File: config.mk
export PLATFORM = sky130hd
export DESIGN_NAME = offline_dynamic_connectivity_top
export DESIGN_NICKNAME = d
export VERILOG_FILES = /design/src/hw/rtl/odc_pkg.sv /design/src/hw/rtl/odc_uf_mem.sv /design/src/hw/rtl/offline_dynamic_connectivity_top.sv
export SDC_FILE = /design/constraint.sdc
export NUM_CORES = 2
export LEC_CHECK = 0
export ABC_AREA = 1
export ABC_CLOCK_PERIOD_IN_PS = 11600
export BUFFER_PORTS_ARGS = -buffer_cell sky130_fd_sc_hd__buf_2
export CORE_UTILIZATION = 52
export CTS_BUF_LIST = sky130_fd_sc_hd__clkbuf_4 sky130_fd_sc_hd__clkbuf_8
export CTS_CLUSTER_DIAMETER = 60
export DETAILED_ROUTE_END_ITERATION = 8
export GPL_TIMING_DRIVEN = 0
export PLACE_DENSITY = 0.76
export SLEW_MARGIN = 5
export SYNTH_ARGS = -nofsm -noshare
export SYNTH_HDL_FRONTEND = slang
export SYNTH_SLANG_ARGS = --single-unit
File: constraint.sdc
create_clock -name clk -period 11.6 [get_ports clk]
set_input_delay 2.32 -clock clk [delete_from_list [all_inputs] [get_ports clk]]
set_output_delay 2.32 -clock clk [all_outputs]
set_load 0.1 [all_outputs]
File: src/hw/rtl/odc_pkg.sv
// Shared types, constants and helpers for the offline dynamic connectivity block.
package odc_pkg;

  localparam int MAX_EVENTS = 64;
  localparam int MAX_NODES = 64;
  localparam int VW = 6;
  localparam int CW = 7;
  localparam int STACK_DEPTH = 8;

  localparam logic [1:0] OP_ADD = 2'd0;
  localparam logic [1:0] OP_DEL = 2'd1;
  localparam logic [1:0] OP_QUERY = 2'd2;

  typedef struct packed {
    logic [1:0] kind;
    logic [VW-1:0] low;
    logic [VW-1:0] high;
    logic [CW-1:0] pidx;
    logic pval;
  } event_t;

  typedef struct packed {
    logic [CW-1:0] s;
    logic [CW-1:0] e;
    logic [CW-1:0] keep;
    logic ph;
  } frame_t;

  typedef struct packed {
    logic [VW-1:0] par_ra;
    logic [VW-1:0] siz_ra;
    logic [VW-1:0] hist_ra;
    logic par_we;
    logic [VW-1:0] par_wa;
    logic [VW-1:0] par_wd;
    logic siz_we;
    logic [VW-1:0] siz_wa;
    logic [CW-1:0] siz_wd;
    logic hist_we;
    logic [VW-1:0] hist_wa;
    logic [VW-1:0] hist_wd;
  } uf_req_t;

  function automatic logic [CW-1:0] eff_nodes(input logic [CW-1:0] n);
    logic [CW-1:0] r;
    r = n;
    if (n == '0) r = CW'(1);
    if (n > CW'(MAX_NODES)) r = CW'(MAX_NODES);
    return r;
  endfunction

endpackage

File: src/hw/rtl/odc_uf_mem.sv
// Union-find parent, size and history stores with a post-reset init sweep.
module odc_uf_mem import odc_pkg::*; (
  input  logic clk,
  input  logic rst,
  input  uf_req_t req,
  output logic [VW-1:0] par_q,
  output logic [CW-1:0] siz_q,
  output logic [VW-1:0] hist_q,
  output logic ready
);

  logic [VW-1:0] parent_mem [MAX_NODES];
  logic [CW-1:0] size_mem [MAX_NODES];
  logic [VW-1:0] hist_mem [MAX_NODES];
  logic [CW-1:0] clr;

  assign ready = clr[CW-1];

  always_ff @(posedge clk) begin
    if (rst) begin
      clr <= '0;
    end else if (!ready) begin
      clr <= clr + CW'(1);
    end
  end

  always_ff @(posedge clk) begin
    if (!ready) begin
      parent_mem[clr[VW-1:0]] <= clr[VW-1:0];
      size_mem[clr[VW-1:0]] <= CW'(1);
    end else begin
      if (req.par_we) parent_mem[req.par_wa] <= req.par_wd;
      if (req.siz_we) size_mem[req.siz_wa] <= req.siz_wd;
    end
    if (req.hist_we) hist_mem[req.hist_wa] <= req.hist_wd;
    par_q <= parent_mem[req.par_ra];
    siz_q <= size_mem[req.siz_ra];
    hist_q <= hist_mem[req.hist_ra];
  end

endmodule

File: src/hw/rtl/offline_dynamic_connectivity_top.sv
// Top level: event loader, divide-and-conquer sequencer and rollback union-find control.
//
// Usage: write node_count (node_count_we high for one cycle) while the block
// is idle. Send events on the input channel (in_valid, in_stall; fields op,
// end_a, end_b, last_event). A delete scans the stored events backward for
// its partner add. The word with last_event set starts the batch computation:
// a pass over all stored events, then the divide-and-conquer sweep, where
// each stored edge is checked, each union runs two uncompressed finds on the
// shared union-find memories and each rollback reads the history, parent and
// sizes before it restores a parent and a size. The computation takes longer
// for batches with many long-lived edges.
// in_stall stays high during the computation. Answers leave on the output
// channel (out_valid, out_stall; components, last_answer) in query order,
// last_answer set on the final one; a stalled receiver holds the sweep.
// After reset the union-find parent and size memories are initialized while
// in_stall stays high.
module offline_dynamic_connectivity_top import odc_pkg::*; (
  input  logic clk,
  input  logic rst,
  input  logic node_count_we,
  input  logic [6:0] node_count,
  input  logic in_valid,
  output logic in_stall,
  input  logic [1:0] op,
  input  logic [5:0] end_a,
  input  logic [5:0] end_b,
  input  logic last_event,
  output logic out_valid,
  input  logic out_stall,
  output logic [6:0] components,
  output logic last_answer
);

  localparam logic [4:0] S_CLR = 5'd0;
  localparam logic [4:0] S_IDLE = 5'd1;
  localparam logic [4:0] S_LD_SRCH = 5'd2;
  localparam logic [4:0] S_LD_CHK = 5'd3;
  localparam logic [4:0] S_LD_WRI = 5'd4;
  localparam logic [4:0] S_FIN = 5'd5;
  localparam logic [4:0] S_FIN_CHK = 5'd6;
  localparam logic [4:0] S_ENTER = 5'd7;
  localparam logic [4:0] S_LEAF = 5'd8;
  localparam logic [4:0] S_EMIT = 5'd9;
  localparam logic [4:0] S_SCAN = 5'd10;
  localparam logic [4:0] S_SCAN_CHK = 5'd11;
  localparam logic [4:0] S_FA = 5'd12;
  localparam logic [4:0] S_FA_CHK = 5'd13;
  localparam logic [4:0] S_FB = 5'd14;
  localparam logic [4:0] S_FB_CHK = 5'd15;
  localparam logic [4:0] S_JSA = 5'd16;
  localparam logic [4:0] S_JSB = 5'd17;
  localparam logic [4:0] S_JOIN = 5'd18;
  localparam logic [4:0] S_SCAN_DONE = 5'd19;
  localparam logic [4:0] S_RET = 5'd20;
  localparam logic [4:0] S_UNDO = 5'd21;
  localparam logic [4:0] S_UA = 5'd22;
  localparam logic [4:0] S_UP = 5'd23;
  localparam logic [4:0] S_USA = 5'd24;
  localparam logic [4:0] S_USP = 5'd25;
  localparam logic [4:0] S_DONE = 5'd26;

  logic [4:0] state;
  logic [CW-1:0] node_reg;
  logic [CW-1:0] ev_count;
  logic [CW-1:0] q_total;
  logic [CW-1:0] emitted;
  logic [CW-1:0] hd;
  logic [CW-1:0] set_count;
  logic [3:0] sp;
  frame_t stack [STACK_DEPTH];
  frame_t top_f;

  logic [1:0] l_op;
  logic [VW-1:0] l_lo;
  logic [VW-1:0] l_hi;
  logic l_last;
  logic [CW-1:0] l_pidx;
  logic l_pval;
  logic [CW-1:0] j;

  logic [CW-1:0] cur_s;
  logic [CW-1:0] cur_e;
  logic [CW-1:0] scan_i;
  logic [CW-1:0] scan_lo;
  logic [CW-1:0] scan_bound;
  logic scan_mode;
  logic [VW-1:0] x;
  logic [VW-1:0] eb;
  logic [VW-1:0] ra;
  logic [VW-1:0] rb;
  logic [CW-1:0] sa;
  logic [VW-1:0] ua;
  logic [VW-1:0] up;
  logic [CW-1:0] usa;

  event_t ev_mem [MAX_EVENTS];
  event_t ev_q;
  logic [VW-1:0] ev_ra;
  logic ev_we;
  logic [VW-1:0] ev_wa;
  event_t ev_wd;

  uf_req_t req;
  logic [VW-1:0] par_q;
  logic [CW-1:0] siz_q;
  logic [VW-1:0] hist_q;
  logic uf_ready;

  logic [CW-1:0] n_eff;
  logic [CW:0] mid_sum;
  logic [CW-1:0] mid;
  logic scan_hit;
  logic accept;
  logic out_free;

  odc_uf_mem u_uf (
    .clk(clk), .rst(rst), .req(req),
    .par_q(par_q), .siz_q(siz_q), .hist_q(hist_q), .ready(uf_ready)
  );

  assign n_eff = eff_nodes(node_reg);
  assign top_f = stack[sp[2:0] - 3'd1];
  assign mid_sum = {1'b0, cur_s} + {1'b0, cur_e};
  assign mid = mid_sum[CW:1];
  assign in_stall = (state != S_IDLE);
  assign accept = in_valid && !in_stall;
  assign out_free = !out_valid || !out_stall;
  assign scan_hit = (ev_q.kind == OP_ADD || ev_q.kind == OP_DEL) && ev_q.pval &&
                    (scan_mode ? (ev_q.pidx >= scan_bound) : (ev_q.pidx < scan_bound)) &&
                    ({1'b0, ev_q.low} < n_eff) && ({1'b0, ev_q.high} < n_eff);

  always_ff @(posedge clk) begin
    if (ev_we) ev_mem[ev_wa] <= ev_wd;
    ev_q <= ev_mem[ev_ra];
  end

  always_comb begin
    ev_ra = '0;
    ev_we = 1'b0;
    ev_wa = '0;
    ev_wd = '0;
    req = '0;
    case (state)
      S_LD_SRCH: ev_ra = VW'(j - CW'(1));
      S_LD_CHK: begin
        ev_wa = j[VW-1:0];
        ev_wd = ev_q;
        ev_wd.pidx = ev_count;
        ev_wd.pval = 1'b1;
        ev_we = ev_q.kind == OP_ADD && !ev_q.pval && ev_q.low == l_lo && ev_q.high == l_hi;
      end
      S_LD_WRI: begin
        ev_we = 1'b1;
        ev_wa = ev_count[VW-1:0];
        ev_wd.kind = l_op;
        ev_wd.low = l_lo;
        ev_wd.high = l_hi;
        ev_wd.pidx = l_pidx;
        ev_wd.pval = l_pval;
      end
      S_FIN: ev_ra = j[VW-1:0];
      S_FIN_CHK: begin
        ev_wa = j[VW-1:0];
        ev_wd = ev_q;
        ev_wd.pidx = ev_count;
        ev_wd.pval = 1'b1;
        ev_we = ev_q.kind == OP_ADD && !ev_q.pval;
      end
      S_ENTER: ev_ra = cur_s[VW-1:0];
      S_SCAN: ev_ra = VW'(scan_i - CW'(1));
      S_FA, S_FB: req.par_ra = x;
      S_JSA: req.siz_ra = ra;
      S_JSB: req.siz_ra = rb;
      S_JOIN: begin
        req.siz_we = 1'b1;
        req.siz_wd = sa + siz_q;
        req.par_we = 1'b1;
        req.hist_we = 1'b1;
        req.hist_wa = hd[VW-1:0];
        if (sa > siz_q) begin
          req.siz_wa = ra;
          req.par_wa = rb;
          req.par_wd = ra;
          req.hist_wd = rb;
        end else begin
          req.siz_wa = rb;
          req.par_wa = ra;
          req.par_wd = rb;
          req.hist_wd = ra;
        end
      end
      S_UNDO: req.hist_ra = VW'(hd - CW'(1));
      S_UA: req.par_ra = hist_q;
      S_UP: req.siz_ra = ua;
      S_USA: req.siz_ra = up;
      S_USP: begin
        req.siz_we = 1'b1;
        req.siz_wa = up;
        req.siz_wd = siz_q - usa;
        req.par_we = 1'b1;
        req.par_wa = ua;
        req.par_wd = ua;
      end
      default: ;
    endcase
  end

  always_ff @(posedge clk) begin
    if (rst) begin
      node_reg <= CW'(MAX_NODES);
    end else if (node_count_we) begin
      node_reg <= node_count;
    end
  end

  always_ff @(posedge clk) begin
    if (rst) begin
      out_valid <= 1'b0;
    end else if (state == S_EMIT && out_free) begin
      out_valid <= 1'b1;
      components <= set_count;
      last_answer <= (emitted == q_total - CW'(1));
    end else if (!out_stall) begin
      out_valid <= 1'b0;
    end
  end

  always_ff @(posedge clk) begin
    if (rst) begin
      state <= S_CLR;
      ev_count <= '0;
      q_total <= '0;
      emitted <= '0;
      hd <= '0;
      sp <= '0;
    end else begin
      case (state)
        S_CLR: if (uf_ready) state <= S_IDLE;
        S_IDLE: begin
          if (accept) begin
            l_op <= op;
            l_lo <= (op < OP_QUERY) ? ((end_a > end_b) ? end_b : end_a) : '0;
            l_hi <= (op < OP_QUERY) ? ((end_a > end_b) ? end_a : end_b) : '0;
            l_last <= last_event;
            l_pidx <= '0;
            l_pval <= 1'b0;
            j <= ev_count;
            if (ev_count < CW'(MAX_EVENTS)) begin
              state <= (op == OP_DEL) ? S_LD_SRCH : S_LD_WRI;
            end else if (last_event) begin
              j <= '0;
              state <= S_FIN;
            end
          end
        end
        S_LD_SRCH: begin
          if (j == '0) begin
            state <= S_LD_WRI;
          end else begin
            j <= j - CW'(1);
            state <= S_LD_CHK;
          end
        end
        S_LD_CHK: begin
          if (ev_we) begin
            l_pidx <= j;
            l_pval <= 1'b1;
            state <= S_LD_WRI;
          end else begin
            state <= S_LD_SRCH;
          end
        end
        S_LD_WRI: begin
          ev_count <= ev_count + CW'(1);
          if (l_op == OP_QUERY) q_total <= q_total + CW'(1);
          j <= '0;
          state <= l_last ? S_FIN : S_IDLE;
        end
        S_FIN: begin
          if (j == ev_count) begin
            set_count <= n_eff;
            hd <= '0;
            sp <= '0;
            cur_s <= '0;
            cur_e <= ev_count;
            state <= (ev_count == '0) ? S_DONE : S_ENTER;
          end else begin
            state <= S_FIN_CHK;
          end
        end
        S_FIN_CHK: begin
          j <= j + CW'(1);
          state <= S_FIN;
        end
        S_ENTER: begin
          if (cur_s + CW'(1) == cur_e) begin
            state <= S_LEAF;
          end else begin
            stack[sp[2:0]] <= '{s: cur_s, e: cur_e, keep: hd, ph: 1'b0};
            sp <= sp + 4'd1;
            scan_i <= cur_e;
            scan_lo <= mid;
            scan_bound <= cur_s;
            scan_mode <= 1'b0;
            state <= S_SCAN;
          end
        end
        S_LEAF: state <= (ev_q.kind == OP_QUERY) ? S_EMIT : S_RET;
        S_EMIT: begin
          if (out_free) begin
            emitted <= emitted + CW'(1);
            state <= S_RET;
          end
        end
        S_SCAN: begin
          if (scan_i == scan_lo) begin
            state <= S_SCAN_DONE;
          end else begin
            scan_i <= scan_i - CW'(1);
            state <= S_SCAN_CHK;
          end
        end
        S_SCAN_CHK: begin
          x <= ev_q.low;
          eb <= ev_q.high;
          state <= scan_hit ? S_FA : S_SCAN;
        end
        S_FA: state <= S_FA_CHK;
        S_FA_CHK: begin
          if (par_q == x) begin
            ra <= x;
            x <= eb;
            state <= S_FB;
          end else begin
            x <= par_q;
            state <= S_FA;
          end
        end
        S_FB: state <= S_FB_CHK;
        S_FB_CHK: begin
          if (par_q == x) begin
            rb <= x;
            state <= (x == ra || hd >= CW'(MAX_NODES)) ? S_SCAN : S_JSA;
          end else begin
            x <= par_q;
            state <= S_FB;
          end
        end
        S_JSA: state <= S_JSB;
        S_JSB: begin
          sa <= siz_q;
          state <= S_JOIN;
        end
        S_JOIN: begin
          hd <= hd + CW'(1);
          set_count <= set_count - CW'(1);
          state <= S_SCAN;
        end
        S_SCAN_DONE: begin
          if (!top_f.ph) begin
            cur_s <= top_f.s;
            cur_e <= CW'(({1'b0, top_f.s} + {1'b0, top_f.e}) >> 1);
          end else begin
            cur_s <= CW'(({1'b0, top_f.s} + {1'b0, top_f.e}) >> 1);
            cur_e <= top_f.e;
          end
          state <= S_ENTER;
        end
        S_RET: state <= (sp == '0) ? S_DONE : S_UNDO;
        S_UNDO: begin
          if (hd > top_f.keep) begin
            state <= S_UA;
          end else if (!top_f.ph) begin
            stack[sp[2:0] - 3'd1].ph <= 1'b1;
            scan_i <= CW'(({1'b0, top_f.s} + {1'b0, top_f.e}) >> 1);
            scan_lo <= top_f.s;
            scan_bound <= top_f.e;
            scan_mode <= 1'b1;
            state <= S_SCAN;
          end else begin
            sp <= sp - 4'd1;
            state <= S_RET;
          end
        end
        S_UA: begin
          ua <= hist_q;
          state <= S_UP;
        end
        S_UP: begin
          up <= par_q;
          state <= S_USA;
        end
        S_USA: begin
          usa <= siz_q;
          state <= S_USP;
        end
        S_USP: begin
          hd <= hd - CW'(1);
          set_count <= set_count + CW'(1);
          state <= S_UNDO;
        end
        S_DONE: begin
          ev_count <= '0;
          q_total <= '0;
          emitted <= '0;
          state <= S_IDLE;
        end
        default: state <= S_IDLE;
      endcase
    end
  end

endmodule

==> Word-level counts from Yosys, hierarchy flattened <==
Memories as Yosys holds them, arrays and structs flattened. A register that Yosys moved wholly into a read port is not among the register bits.
Cells that the tools add are included.
{ "totals": {"ff_bits": 183, "ramBits": 2800, "memories": 5} }
{ "op_classes": {"add_sub_neg": 20, "order_cmp": 11, "eq_ne": 54, "mux": 121, "bitwise_logic": 1, "n_reduce_logical": 58} }
{ "memory_table": {"columns": ["memory", "depth", "width", "rd", "rd_clocked_by_memory_dff", "write_ports", "line", "text"], "rows": [
  ["ev_mem", 64, 22, 1, 1, 1, "offline_dynamic_connectivity_top.sv:96", "event_t ev_mem [MAX_EVENTS];"],
  ["u_uf.size_mem", 64, 7, 1, 1, 1, "odc_uf_mem.sv:13", "logic [CW-1:0] size_mem [MAX_NODES];"],
  ["u_uf.hist_mem", 64, 6, 1, 1, 1, "odc_uf_mem.sv:14", "logic [VW-1:0] hist_mem [MAX_NODES];"],
  ["u_uf.parent_mem", 64, 6, 1, 1, 1, "odc_uf_mem.sv:12", "logic [VW-1:0] parent_mem [MAX_NODES];"],
  ["stack", 8, 22, 1, 0, 1, "offline_dynamic_connectivity_top.sv:70", "frame_t stack [STACK_DEPTH];"]
]} }
{ "op_table": {"columns": ["op", "n"], "rows": [
  ["$mux W7", 27],
  ["$pmux W5 S26", 1],
  ["$pmux W7 S2", 8],
  ["$mux W5", 13],
  ["$pmux W7 S3", 3],
  ["$mux W6", 10],
  ["$add A7 B1 Y7 const B", 8],
  ["$eq A5 B5 Y1 const B", 11],
  ["$pmux W27 S2", 1],
  ["$pmux W6 S4", 2],
  ["$pmux W22 S2", 1],
  ["$eq A5 B4 Y1 const B", 8],
  ["$sub A7 B1 Y7 const B", 5],
  ["$mux W1", 30],
  ["$eq A7 B7 Y1", 4],
  ["$pmux W7 S4", 1],
  ["$eq A6 B6 Y1", 4],
  ["$ne A2 B2 Y1 const B", 12],
  ["$pmux W6 S2", 2],
  ["$mux W22", 1],
  ["$reduce_or A22 Y1", 1],
  ["$logic_not A7 Y1", 3],
  ["$eq A5 B3 Y1 const B", 4],
  ["$mux W4", 5],
  ["other kinds (48)", 100]
]} }

==> Depth between registers and ports, before layout <==
An unclocked memory read counts as a cell.
{ "depth": {"ltp_word": 9, "ltp_mapped": 27} }

==> By module <==
Synthesis repeated with hierarchy kept, for this count alone.
{ "unflattened": {"hier_cells": 12335, "hier_area_um2": 130894.3} }
{ "modules_own_cells": {"columns": ["module", "n_inst", "cells_per_inst", "area_each_um2", "seq_area_each_um2"], "rows": [
  ["offline_dynamic_connectivity_top", 1, 7878, 80247.0, 52840.7],
  ["odc_uf_mem", 1, 4457, 50647.3, 37035.5]
]} }

==> Worst setup path before layout <==
OpenSTA, ideal clock, no wires.
{ "synth_path": {"path_kind": "register to register", "start": "register sp[0]", "end": "memory stack[0][10] (netlist bit) (enable)", "setup_ns": 0.399, "arrival_time_ns": 5.311, "t_required_ns": 11.201, "slack_ns": 5.891, "stages_incl_launch_ff": 26, "path_buffers": 7, "period_less_slack_ns": 5.709, "path_cell_list": "dfxtp_1 -> inv_2 -> clkbuf_1 -> clkbuf_1 -> clkbuf_1 -> buf_1 -> ha_1 -> clkbuf_1 -> inv_1 -> clkbuf_1 -> clkbuf_1 -> o21ai_0 -> o221ai_1 -> o21ai_0 -> ha_1 -> a21oi_1 -> o21ai_0 -> nand2_1 -> o211ai_1 -> nand2_1 -> nand2_1 -> nor2_1 -> nand2_1 -> o21ai_0 -> nand3_1 -> nor2_1"} }
{ "synth_via": {"elab_chain_cells": 9, "elab_cells_between_ends": 11, "cone_classes": "add/sub (1); order compare (1); mux (7); reduce/logical (1); memory (1)"} }
{ "synth_rtl": {"columns": ["element", "line", "text"], "rows": [
  ["start, declared", "offline_dynamic_connectivity_top.sv:69", "logic [3:0] sp;"],
  ["start signal, assigned", "offline_dynamic_connectivity_top.sv:300", "sp <= sp + 4'd1;"],
  ["start signal, assigned", "offline_dynamic_connectivity_top.sv:381", "sp <= sp - 4'd1;"],
  ["$sub A3 B1 Y3", "offline_dynamic_connectivity_top.sv:122, offline_dynamic_connectivity_top.sv:374", null],
  ["$mem_v2 Z8 W22", null, null],
  ["$gt A7 B7 Y1 / $mux W1 (equally long branches)", "offline_dynamic_connectivity_top.sv:371, offline_dynamic_connectivity_top.sv:373", null],
  ["$mux W1", "offline_dynamic_connectivity_top.sv:371", "if (hd > top_f.keep) begin"],
  ["$mux W1", "offline_dynamic_connectivity_top.sv:237", "case (state)"],
  ["$mux W1", "offline_dynamic_connectivity_top.sv:229", "if (rst) begin"],
  ["$mux W1 (not written as such)", "offline_dynamic_connectivity_top.sv:374", "stack[sp[2:0] - 3'd1].ph <= 1'b1;"],
  ["$reduce_or A22 Y1 (no line)", null, null],
  ["$mux W3 (no line) / $mux W2 (equally long branches)", null, null],
  ["end, declared", "offline_dynamic_connectivity_top.sv:70", null]
]} }
Parallel ways exist; a longest one is shown, timed or not.

==> Final worst setup path <==
{ "layout_path": {"start": "register sp[0]", "end": "memory stack[6][3] (netlist bit) (enable)"} }
The elaborated chain is that of the path after synthesis.

==> results.cfg <==
[power_and_ir_drop]
powerDensity_nw_per_um2 = 141
peakVddDrop_mv = 0.133
leakage_nw = 60.1

[timing]
slew_viol_final = 7
fin_tns_setup_ps = 0
hold_viol_final = 0
finalSetupViolations = 0
finalWorstSetupSlack_ps = 3570
max_slew_margin_pct = -1.58
period_share_pct = 69.2
rsz0062_at_grt = no
worstMarginPinSlew_ps = 1520
max_freq_mhz = 125
fin_crit_ps = 8030
clock_skew_ps = 158

[placement]
dp_hpwl_mm = 280
gp_congestion = 1.00
portBuffers = 36
pre_cts_ws_ps = 3770

[cts]
post-cts-setup-buffers = 0
clk_pin_slew_ps = 60
cts_tree = built
clock_sinks = 3024
clk_latency_ps = 1170
postCtsResizedCells = 0
hold_buffers = 0
numCtsBuffers = 473
cts_buffer_depth = 4
htreeDepth = 5
cts_root_buf = clkbuf_8

[grt]
antenna_found_initial = 21
grt_start_max_net_pins = 65
grt_pass1_wl_mm = 586
grt_usage_pct = 30.9
grt_overflow = 0
grt_pass1_vias = 91100

[layout]
regArea_um2 = 89900
final_nets = 13400
final_common_cell = nand2_1
drive_above_1_share_pct = 11.4
final_cell_mix = nand2_1 (3,008), edfxtp_1 (2,931), nand3_1 (2,110)
largest_reg_flops = 1408
area_delta_synth_final_pct = 12.4
final_util_pct = 58.9
regMostFlops = ev_mem
largestRegisters = ev_mem: 1408 flops, u_uf.size_mem: 448 flops
multi_input_area_um2 = 34200
fillers = 20200

[route]
wl_per_cell_um = 24.0
vias_per_cell = 5.77
drt-met1-wl_mm = 149
ant_nets = 0
wl_met2_mm = 180
wl_mm = 408
dr.pass1.iters = 7
drc = 0
vias = 98100
met3_length_mm = 53.6
dr.first_iter.drc_count = 14600
highest_layer = met5

[logic_synthesis]
ys_async_sr_fraction_pct = 0
yosysUniqueCellTypes = 61
netlist_instances = 12600
synth_top_area_cell = edfxtp_1
syn_nets = 12800
yosys_warnings = 0
synth_edf_count = 2931
seq_area_frac_synth_pct = 67.4
ys_ff_latch = 3024
avgSynthCellArea_um2 = 10.6
synthFlopType = edfxtp_1
syn-cell-area_um2 = 133000
yosys-top-cells-area = edfxtp_1 (66%), nand2_1 (8.5%), nand3_1 (7.9%)
yosysTopAreaCellShare_pct = 66.0

[floorplanning]
core_area_um2 = 255000
io_pins = 37
row_count = 185
die_area_um2 = 259000
die_w_um = 509
fp.dieH_um = 509
start_util_pct = 52.4

[worst_setup_path]
critPathKind = reg2reg
endpoint_kind = register
worst_path_most_repeated_cell = clkbuf_1
r2r_slack_ps = 3570
cp.required_ps = 12320
crit_path_max_incr_delay_ps = 710
cp-start-kind = register
slowest_stage = nor2_4
arrival_ps = 8740
worstPathMaxFanout = 21

[min_path]
hp-class = reg2reg

[run]
cap_violations = 1

[outcome]
violations = capacitance limit, slew limit
status = complete, but fails checks
-- critical path: cells and delay by family (launching register included) --
kind	cells	cell delay, ps
AND/OR/NAND/NOR	8	1500
buffers and inverters	10	3770
AO/OA/AOI/OAI	7	1080
adder cells (fa/ha/maj)	2	830
flip-flops	1	350
-- worst paths after layout --
path,end,cells after the start,start
worst max-delay path,stack[6][3],27,sp[0]
worst min-delay path,ua[4],0,u_uf.hist_q[4]
worst min register to register,ua[4],0,u_uf.hist_q[4]
worst max register to register,stack[6][3],27,sp[0]
-- through the flow --
stage	cells	total power [mW]	hold slack (ps)	cell area, µm²
6_report	17000	21.1	484	150000
3_5_place_dp	16100	12.3	460	141000
2_1_floorplan	12600	12.2	408	133000
3_3_place_gp	16000	12.3	467	138000
4_1_cts	17000	21.1	483	150000
5_1_grt	17000	21.5	492	150000
-- metal layers --
layer	track usage [%]	up-vias
met4	17.2	6
met5	0	-
met1	40.8	46200
li1	-	43800
met3	7.24	1271
met2	47.2	6861
-- final cells by class --
cell class	instances	share of cell area [%]
flip-flops and latches	3024	59.9
multi-input cells	7092	22.8
clock buffers	652	5.35
inverters	1891	4.73
well taps	3366	2.81
plain buffers	634	2.00
repair buffers	135	1.42
clock inverters	202	0.941
diodes	12	0.0200
-- power breakdown --
| group | total [mW] | internal (mW) | leakage [nW] | switching (mW) |
|---|---|---|---|---|
| sequential | 11.9 | 11.8 | 23.7 | 0.0169 |
| clock | 9.03 | 4.71 | 5.00 | 4.33 |
| combinational | 0.180 | 0.0413 | 31.3 | 0.139 |
| total | 21.1 | 16.6 | 60.1 | 4.48 |
-- cells in the mapped netlist (5+ instances only) --
| master | instances |
|---|---|
| clkinv_1 | 5 |
| nand3b_1 | 132 |
| buf_2 | 299 |
| nor2_2 | 15 |
| edfxtp_1 | 2931 |
| nand2_1 | 3016 |
| inv_2 | 43 |
| buf_1 | 42 |
| xnor2_1 | 27 |
| or2_0 | 8 |
| a21oi_1 | 114 |
| buf_6 | 5 |
| nor3_1 | 50 |
| clkbuf_1 | 231 |
| ha_1 | 77 |
| fa_1 | 5 |
| o22ai_1 | 48 |
| xor2_1 | 47 |
| o21bai_1 | 26 |
| a31oi_1 | 13 |
| nand3_1 | 2110 |
| o21a_1 | 5 |
| a211oi_1 | 5 |
| or2_2 | 74 |
| nor4_1 | 5 |
| nand4_1 | 38 |
| o21ai_1 | 6 |
| nor2_1 | 662 |
| o221ai_1 | 46 |
| buf_4 | 57 |
| dfxtp_1 | 93 |
| inv_1 | 1843 |
| nand2_2 | 20 |
| o21ai_0 | 300 |
| nand3_2 | 19 |
| a22o_1 | 8 |
| nor2_4 | 6 |
| o211ai_1 | 166 |
-- cells by family after synthesis --
family | share of synthesized area (%)
AO/OA/AOI/OAI | 3.53
XOR/XNOR | 0.486
multiplexers | 0.00750
adder cells (fa/ha/maj) | 0.797
flip-flops | 67.4
buffers and inverters | 7.57
AND/OR/NAND/NOR | 20.2
Note: power is estimated with default switching activity, not from simulation.
